## config.mk

```make
export PLATFORM = sky130hd
export DESIGN_NAME = lru_page_replacement_core
export DESIGN_NICKNAME = d
export VERILOG_FILES = /design/src/lrupr_pkg.sv /design/src/lrupr_cell.sv /design/src/lru_page_replacement_core.sv
export SDC_FILE = /design/constraint.sdc
export NUM_CORES = 1
export LEC_CHECK = 0
export ABC_AREA = 1
export BUFFER_PORTS_ARGS = -buffer_cell sky130_fd_sc_hd__buf_4
export CELL_PAD_IN_SITES_DETAIL_PLACEMENT = 1
export CELL_PAD_IN_SITES_GLOBAL_PLACEMENT = 1
export CORE_MARGIN = 4
export CORE_UTILIZATION = 47
export CTS_BUF_LIST = sky130_fd_sc_hd__clkbuf_8
export DETAILED_ROUTE_END_ITERATION = 7
export PLACE_DENSITY = 0.8
export RECOVER_POWER = 100
export SYNTH_ARGS = -nofsm -noshare
export SYNTH_HDL_FRONTEND = slang
export SYNTH_SLANG_ARGS = --single-unit
export TNS_END_PERCENT = 100
```

## constraint.sdc

```tcl
create_clock -name clk -period 2.9 [get_ports clk]
set_clock_uncertainty 0.2 [all_clocks]
set_input_delay 0.29 -clock clk [delete_from_list [all_inputs] [get_ports clk]]
set_output_delay 0.29 -clock clk [all_outputs]
set_load 0.01 [all_outputs]
```

## src/lrupr_pkg.sv

```systemverilog
package lrupr_pkg;

	// Widest page number and frame index that the core supports; the chain
	// between cells carries fields of these widths, zero-extended.
	localparam int MAX_PAGE_BITS = 32;
	localparam int MAX_IDX_BITS  = 4;

	// Search result handed from one frame cell to the next.
	typedef struct packed {
		logic                     hit_found;
		logic [MAX_IDX_BITS-1:0]  hit_idx;
		logic [MAX_IDX_BITS-1:0]  hit_rank;
		logic [MAX_IDX_BITS-1:0]  vic_idx;
		logic                     vic_valid;
		logic [MAX_PAGE_BITS-1:0] vic_page;
	} chain_t;

	// Update command broadcast to every cell when a reference is taken.
	typedef struct packed {
		logic                    en;
		logic [MAX_IDX_BITS-1:0] sel_idx;
		logic [MAX_IDX_BITS-1:0] sel_rank;
	} upd_t;

endpackage

```

## src/lrupr_cell.sv

```systemverilog
module lrupr_cell #(
	parameter int NUM_FRAMES = 4,
	parameter int PAGE_BITS  = 8,
	parameter int IDX_BITS   = 2,
	parameter int CELL_IDX   = 0
) (
	input  logic                 clk,
	input  logic                 arst_n,
	input  logic [PAGE_BITS-1:0] ref_page,
	input  lrupr_pkg::chain_t    chain_in,
	input  lrupr_pkg::upd_t      upd,
	output lrupr_pkg::chain_t    chain_out
);

	localparam int MPB = lrupr_pkg::MAX_PAGE_BITS;
	localparam int MIB = lrupr_pkg::MAX_IDX_BITS;
	localparam logic [IDX_BITS-1:0] RANK_OLDEST = IDX_BITS'(NUM_FRAMES - 1);
	localparam logic [IDX_BITS-1:0] RANK_INIT   = IDX_BITS'(NUM_FRAMES - 1 - CELL_IDX);
	localparam logic [MIB-1:0]      MY_IDX      = MIB'(CELL_IDX);

	logic [PAGE_BITS-1:0] page_q;
	logic                 valid_q;
	logic [IDX_BITS-1:0]  rank_q;
	logic                 match;
	logic                 oldest;
	logic                 chosen;

	assign match  = valid_q && (page_q == ref_page);
	assign oldest = (rank_q == RANK_OLDEST);
	assign chosen = (upd.sel_idx == MY_IDX);

	// The first matching cell claims the hit; the oldest cell offers itself as victim.
	always_comb begin
		chain_out = chain_in;
		if (!chain_in.hit_found && match) begin
			chain_out.hit_found = 1'b1;
			chain_out.hit_idx   = MY_IDX;
			chain_out.hit_rank  = MIB'(rank_q);
		end
		if (oldest) begin
			chain_out.vic_idx   = MY_IDX;
			chain_out.vic_valid = valid_q;
			chain_out.vic_page  = valid_q ? MPB'(page_q) : '0;
		end
	end

	always_ff @(posedge clk or negedge arst_n) begin
		if (!arst_n) begin
			valid_q <= 1'b0;
			rank_q  <= RANK_INIT;
		end else if (upd.en) begin
			if (chosen) begin
				valid_q <= 1'b1;
				rank_q  <= '0;
			end else if (MIB'(rank_q) < upd.sel_rank) begin
				rank_q <= rank_q + IDX_BITS'(1);
			end
		end
	end

	always_ff @(posedge clk) begin
		if (upd.en && chosen) begin
			page_q <= ref_page;
		end
	end

endmodule

```

## src/lru_page_replacement_core.sv

```systemverilog
// Fully associative LRU page-frame store built as a row of frame cells.
//
// Command channel: a reference transfer happens at a rising clock edge where
// start is high and busy is low; page_number names the page. Result channel:
// in the cycle after each transfer, done is high for a single cycle and
// hit, frame_index, evicted_valid, evicted_page and miss_total hold the
// outcome of that reference. The receiver cannot stall the result; it must
// take it in the cycle that done marks.
//
// For each reference the search runs combinationally down the row of cells
// (first matching frame, and the frame holding the oldest rank), and the
// selected frame and every rank are updated at the edge that takes it.
// A new reference can therefore be taken every cycle.
//
// Reset clears all frames to empty, ranks them so frame 0 is the oldest
// (frames fill in index order) and clears the miss counter. busy is high
// during reset and until the next rising clock edge, then stays low.
module lru_page_replacement_core #(
	parameter int NUM_FRAMES = 4,
	parameter int PAGE_BITS  = 8,
	parameter int COUNT_BITS = 16,
	localparam int IDX_BITS  = $clog2(NUM_FRAMES)
) (
	input  logic                  clk,
	input  logic                  arst_n,
	input  logic                  start,
	output logic                  busy,
	input  logic [PAGE_BITS-1:0]  page_number,
	output logic                  done,
	output logic                  hit,
	output logic [IDX_BITS-1:0]   frame_index,
	output logic                  evicted_valid,
	output logic [PAGE_BITS-1:0]  evicted_page,
	output logic [COUNT_BITS-1:0] miss_total
);

	localparam int MIB = lrupr_pkg::MAX_IDX_BITS;
	localparam logic [MIB-1:0] RANK_OLDEST = MIB'(NUM_FRAMES - 1);

	lrupr_pkg::chain_t chain [NUM_FRAMES+1];
	lrupr_pkg::upd_t   upd;

	logic                  busy_q;
	logic                  accept;
	logic                  found;
	logic [MIB-1:0]        sel_idx;
	logic [COUNT_BITS-1:0] miss_q;
	logic [COUNT_BITS-1:0] miss_next;

	logic                  done_q;
	logic                  hit_q;
	logic [IDX_BITS-1:0]   frame_q;
	logic                  ev_valid_q;
	logic [PAGE_BITS-1:0]  ev_page_q;

	assign accept = start && !busy_q;

	// The row starts with nothing found; the victim fields are always filled
	// by exactly one cell, since the ranks are a permutation.
	assign chain[0] = '0;

	for (genvar i = 0; i < NUM_FRAMES; i++) begin : g_cell
		lrupr_cell #(
			.NUM_FRAMES(NUM_FRAMES),
			.PAGE_BITS (PAGE_BITS),
			.IDX_BITS  (IDX_BITS),
			.CELL_IDX  (i)
		) u_cell (
			.clk      (clk),
			.arst_n   (arst_n),
			.ref_page (page_number),
			.chain_in (chain[i]),
			.upd      (upd),
			.chain_out(chain[i+1])
		);
	end

	// A hit keeps its frame and promotes it; a miss takes the oldest frame.
	assign found   = chain[NUM_FRAMES].hit_found;
	assign sel_idx = found ? chain[NUM_FRAMES].hit_idx : chain[NUM_FRAMES].vic_idx;

	always_comb begin
		upd.en       = accept;
		upd.sel_idx  = sel_idx;
		upd.sel_rank = found ? chain[NUM_FRAMES].hit_rank : RANK_OLDEST;
	end

	// The miss counter sticks at its maximum value.
	assign miss_next = (!found && (miss_q != '1)) ? miss_q + COUNT_BITS'(1) : miss_q;

	always_ff @(posedge clk or negedge arst_n) begin
		if (!arst_n) begin
			busy_q <= 1'b1;
			done_q <= 1'b0;
			miss_q <= '0;
		end else begin
			busy_q <= 1'b0;
			done_q <= accept;
			if (accept) begin
				miss_q <= miss_next;
			end
		end
	end

	always_ff @(posedge clk) begin
		if (accept) begin
			hit_q      <= found;
			frame_q    <= sel_idx[IDX_BITS-1:0];
			ev_valid_q <= !found && chain[NUM_FRAMES].vic_valid;
			ev_page_q  <= found ? '0 : chain[NUM_FRAMES].vic_page[PAGE_BITS-1:0];
		end
	end

	assign busy          = busy_q;
	assign done          = done_q;
	assign hit           = hit_q;
	assign frame_index   = frame_q;
	assign evicted_valid = ev_valid_q;
	assign evicted_page  = ev_page_q;
	assign miss_total    = miss_q;

endmodule

```

==> run metrics, run 1 <==
Initial Util=49.0%; startpoint types=flop; Post-Syn Area per Cell=roughly 8.7 sq um; CTS tree=built; Yosys warning count=0; Power Internal=2.08 mW; # setup viols final=0; clock power share=between 20% and 30%; Psw=between 1 and 1.5 mW; RSZ-0062 raised after global routing=false; HPWL Detailed=between 9000 and 10000 um; worst ir drop on vdd=~0.00032 V; outcome=complete, but fails checks; I/O pin count=41; EDFF count, synth=44; post-synthesis sequential area ratio=50.9%; Worst-path clk slew=0.09 ns; gpl congestion=roughly 0.94; relative slew slack=-13.9%; CP endpoint kind=flop; cell chain of the critical path=ha_1 > nor2_2 > inv_1 > nor2_1 > nand2_1 > nand2_1 > nand4_1 > inv_2; remaining design rule violation count=0; total die area=~10000 sq um; final WL=12600 um; Die X=101 um; hold slack=0.0136 ns; Comb pwr share=31.5%; Final Hold Fails=0; Slew @ Worst Pin=1.71 ns; syn nets=492; switching part of the total power=39.4%; htree depth=3; global-route usage over all layers=25.9%; Antenna Nets Post-Route=0; number of port buffers=40; GRT overflow=0; area delta synth->final=13.8%; synthesized area=4090 sq um; design area=4650 sq um; via density per instance=5.64; Post-Syn Instances=472; fmax=about 360 MHz; top_reg_cell synth=edfxtp_1; first-pass GRT wire length=20300 um; clock latency on the worst-skew pair=0.36 ns; placed inst area=4550 sq um; crit path max-delay cell type=dfrtp_1; crit-path leading delay family=simple AND/OR/NAND/NOR gates; core area=8340 sq um; Sequential Power Share=44.8%; Distinct cells, synth=36; clock root buffer=clkbuf_8; vias in the first global route=about 3900; data required time of the worst path=2.74 ns; largest net degree at the start of global routing=31; Max Root-Sink Buffers=2; first-pass iteration count of the detailed router=5; row cnt=33; Worst path max stage delay=roughly 0.43 ns; crit-path max FO=8; ys async rst share=a little over 40%; die height=101 um; WL/cell=slightly below 20 um; Worst Path Arrival=2.61 ns; Antenna diodes=0; fin nets=555; Tmin final=2.77 ns; Sink Count=74; failing checks=max-capacitance violations, max-slew violations; Crit Path Class=reg -> reg; Min-Delay Path Class=in -> reg; power density over the cells=roughly 740 nW/um^2; max_cap viols=1; TritonCTS buffer count=9; initial antenna violation count=0; via count=3641; post-synthesis sequential element count=74; Top cell by count, worst path=nand2_1; period utilization=95.4%; Bufs and invs on worst path=2; DRT iter0 DRCs=214; Final Max Tran Viols=31; leakage power=2.13 nW; layout cells sized above 1=10.0%
-- through the flow --
step                std cells  power, mW  utilization (%)  setup TNS [ns]  worst slack, ns
floorplan                 472       2.21                -               0            0.330
global placement          621       2.63             54.5               0           0.0361
detailed placement        621       2.70             54.5         -0.0526         -0.00704
CTS                       643       3.53             57.6               0           0.0305
global route              645       3.64             55.8               0          0.00535
finish                    645       3.44             55.8               0            0.133
-- path summary, 6_finish.rpt --
check	startpoint	endpoint	slack, ns	cells past startpoint
hold reg to reg	g_cell[2].u_cell.rank_q[0]	g_cell[2].u_cell.rank_q[0]	0.30	2
hold / removal	page_number[2]	g_cell[0].u_cell.page_q[2]	0.01	1
max in group asynchronous	arst_n	g_cell[0].u_cell.valid_q	0.80	2
setup reg to reg	g_cell[3].u_cell.rank_q[0]	g_cell[0].u_cell.page_q[7]	0.13	8
setup / recovery	g_cell[3].u_cell.rank_q[0]	g_cell[0].u_cell.page_q[7]	0.13	8
min in group asynchronous	arst_n	g_cell[3].u_cell.rank_q[0]	0.71	2
-- cells by family after synthesis --
group	synth area share (%)
buffers and inverters	7.17
DFF	50.9
xor gates and xnor gates	4.07
adders and majority gates	2.76
other	0.0918
and+or+nand+nor	28.1
AOI/OAI and AO/OA	6.89
-- routing by layer --
layer  share of wire (%)  GRT usage (%)
met1                  42           33.8
met2                  48           43.0
met3                 6.9           4.13
met4                 2.8           10.5
met5                   0              0
-- final cells by class --
type / instances / area [sq um]
Clock buffer: 9 / 124
Multi-Input combinational cell: 321 / 1700
Fill cell: 1033 / 3690
Sequential cell: 74 / 2080
Inverter: 76 / 285
Tap cell: 105 / 131
Clock inverter: 7 / 70.1
Timing Repair Buffer: 53 / 264
-- registers in the layout, summed over array words and instances (netlist names) --
register,cells
busy,1
done,1
evicted_page,8
evicted_valid,1
frame_index,2
g_cell.u_cell.page_q,32
g_cell.u_cell.rank_q,8
g_cell.u_cell.valid_q,4
hit,1
miss_total,16
-- cell usage in the layout, fill, tap and decap left out, drive strengths merged, types with 2 or more instances in the layout --
| master | n |
|---|---|
| xor2 | 11 |
| clkinv | 5 |
| nand4 | 18 |
| ha | 9 |
| o21ai | 10 |
| inv | 76 |
| nor3 | 9 |
| nand3 | 35 |
| o221ai | 5 |
| dfstp | 5 |
| edfxtp | 44 |
| o22ai | 6 |
| clkbuf | 49 |
| dfrtp | 25 |
| a221oi | 3 |
| a21oi | 2 |
| a22oi | 5 |
| nor4 | 2 |
| nor2 | 55 |
| buf | 7 |
| dlygate4sd3 | 6 |
| xnor2 | 8 |
| or2 | 2 |
| nand2 | 133 |
-- power groups by stage --
stage	clock [mW]	combinational [mW]	sequential, mW
2_1_floorplan	0	0.657	1.55
3_3_place_gp	0	1.07	1.56
3_5_place_dp	0	1.14	1.57
4_1_cts	0.822	1.16	1.55
5_1_grt	0.872	1.20	1.57
6_report	0.816	1.08	1.54
-- cell usage after synthesis (2+ instances only) --
master | number | share of area, %
o21ai_0 | 10 | 1.2
xnor2_1 | 8 | 1.7
nor2_1 | 47 | 4.3
xor2_1 | 11 | 2.4
nand4_1 | 18 | 2.8
nor2_2 | 6 | 0.92
edfxtp_1 | 44 | 32
dfstp_2 | 5 | 3.2
a221oi_1 | 3 | 0.64
a21oi_1 | 2 | 0.25
ha_1 | 9 | 2.8
nor2_4 | 2 | 0.55
o221ai_1 | 5 | 1.1
inv_1 | 66 | 6.1
or2_1 | 2 | 0.31
a22oi_1 | 5 | 0.92
inv_2 | 10 | 0.92
nand3_2 | 3 | 0.74
nor4_1 | 2 | 0.31
nor3_1 | 8 | 0.98
nand2_1 | 128 | 12
dfrtp_1 | 25 | 15
o22ai_1 | 6 | 0.92
nand3_1 | 32 | 3.9
nand2_2 | 4 | 0.61
-- timing repair --
action,4_1_cts,5_1_grt
endpoints found under the hold margin,50,0
hold buffers,6,0
setup buffers,0,2
pin swaps,0,1
gates resized for setup,1,4
setup endpoints to repair,8,32
Note: power is estimated with default switching activity, not from simulation.
==> inputs of run 2 (changes only) <==
- CORE_MARGIN: 4 -> default
==> run metrics, run 2 (synthesized netlist as in run 1, its figures left out) <==
fin nets=between 500 and 600; Slew @ Worst Pin=1.67 ns; M2 GR Usage=45.7%; largest register by flop count=g_cell.u_cell.page_q; commonest non-fill, non-tap cells in the layout=nand2_1 (126), inv_1 (64), edfxtp_1 (44), buf_4 (44), nor2_1 (41); met3 Usage GRT=6.70%; Initial Util=49.2%; crit-path max FO=9; global-route usage over all layers=28.6%; Final Non-Filler Cells=647; placed inst area=4550 sq um; Antenna Nets Post-Route=0; number of port buffers=40; clock latency on the worst-skew pair=roughly 0.36 ns; switching part of the total power=39.5%; pre-CTS setup slack=0.114 ns; gpl congestion=approximately 0.94; area delta synth->final=18.9%; post-layout util=between 50% and 60%; via count=3592; crit path max-delay cell type=dlygate4sd3_1; Sequential Power Share=44.9%; Final Max Tran Viols=31; vias in the first global route=3653; WL/cell=18.6 um; CP endpoint kind=flop; Worst-path clk slew=0.08 ns; leakage power=between 2 and 2.5 nW; Antenna diodes=0; Worst path max stage delay=0.53 ns; worst ir drop on vdd=around 0.00036 V; Max Root-Sink Buffers=2; Bufs and invs on worst path=4; slack of the critical path=about 0.085 ns; power density over the cells=roughly 710 nW/um^2; Crit Path Class=in -> reg; max_cap viols=1; outcome=complete, but fails checks; failing checks=max-capacitance violations, max-slew violations; CTS tree=built; TritonCTS buffer count=9; GRT overflow=0; die height=95.2 um; first-pass iteration count of the detailed router=5; met1 Track Usage GR=38.2%; initial antenna violation count=0; HPWL Detailed=around 9000 um; remaining design rule violation count=0; Fill cells=slightly below 1000; I/O pin count=41; # setup viols final=0; row cnt=33; Psw=approximately 1.4 mW; period utilization=97.1%; grt peak-use layer=met2; layout cells sized above 1=19.7%; first-pass GRT wire length=19000 um; Tot Pwr=3.45 mW; core area=8300 sq um; startpoint types=input pin; placed instance count=roughly 620; crit-path leading delay family=buffers and inverters; multi-input logic area=1760 sq um; clock root buffer=clkbuf_8; relative slew slack=-11.5%; total die area=9070 sq um; via density per instance=5.55; register area=around 2100 sq um; Die X=95.2 um; final WL=12100 um; most common cell after layout, fill and taps aside=nand2_1; largest net degree at the start of global routing=31; DRT iter0 DRCs=between 200 and 250; htree depth=3; Power Internal=2.09 mW; data required time of the worst path=about 3 ns; Min-Delay Path Class=in -> reg; Worst Path Arrival=2.86 ns; fmax=355 MHz; Tmin final=2.81 ns; design area=4860 sq um; Sink Count=74; Final Hold Fails=0; clock power share=21.4%; cell chain of the critical path=dlygate4sd3_1 > buf_4 > inv_2 > nand2_1 > nand2_1 > or2_1 > o41ai_4 > nand2_2 > nand3_2 > clkinvlp_4 > or2_1; Largest register FFs=32; Comb pwr share=roughly a third
==> run 2: cell types whose count changed in the layout (fill, tap and decap cells not counted), moves of 3 or more <==
cell        change
buf_4          +37
clkbuf_1       -36
nor2_1          -5
nand2_1         -4
clkinvlp_4      +3
nand3_1         -3
nand3_2         +3
nor2_2          +3
==> run 2: power groups by stage <==
stage | combinational, mW | sequential (mW) | clock [mW]
finish | 1.16 | 1.55 | 0.737
CTS | 1.15 | 1.55 | 0.741
floorplan | 0.657 | 1.55 | 0
global placement | 1.07 | 1.56 | 0
detailed placement | 1.13 | 1.57 | 0
global route | 1.29 | 1.57 | 0.790
==> run 2: path summary, 6_finish.rpt <==
check	start	endpoint	slack [ns]	depth (start not counted)
setup reg to reg	g_cell[3].u_cell.rank_q[0]	g_cell[0].u_cell.page_q[7]	0.22	8
max in group asynchronous	arst_n	miss_total[3]	0.82	2
setup / recovery	page_number[2]	g_cell[3].u_cell.valid_q	0.09	11
min in group asynchronous	arst_n	g_cell[2].u_cell.valid_q	0.70	2
hold / removal	start	done	0.18	4
hold reg to reg	g_cell[2].u_cell.rank_q[0]	g_cell[2].u_cell.rank_q[0]	0.31	2
==> run 2: final cells by class <==
type,instances,share of cell area (%)
clock buffer,9,2.55
clock inverter,7,0.953
inverter,76,6.00
multi-input combinational,321,36.3
sequential,74,42.8
tap,105,2.70
timing repair buffer,55,8.70
==> run 2: metrics by stage <==
step	TNS (ns)	hold slack, ns
2_1_floorplan	0	-0.206
4_1_cts	0	0.0201
3_5_place_dp	0	0.0529
3_3_place_gp	0	0.0501
5_1_grt	-0.0412	0.189
6_report	0	0.182
==> run 2: repair_timing <==
action / CTS / global route
setup buffers: 0 / 2
endpoints found under the hold margin: 51 / 0
gates resized for setup: 0 / 18
setup endpoints to repair: 0 / 41
hold buffers: 7 / 0
==> run 2: layer usage <==
layer	up-vias	routed length, um
li1	1694	-
met5	-	0
met2	127	5850
met4	0	220
met1	1752	5290
met3	19	705
==> run 2: worst reg2reg max path, delay by kind of cell (launching register included) <==
family	cells	cell delay [ns]
simple gates	5	0.81
buf+inv	2	0.58
fa+ha+maj	1	0.32
flops	1	0.44
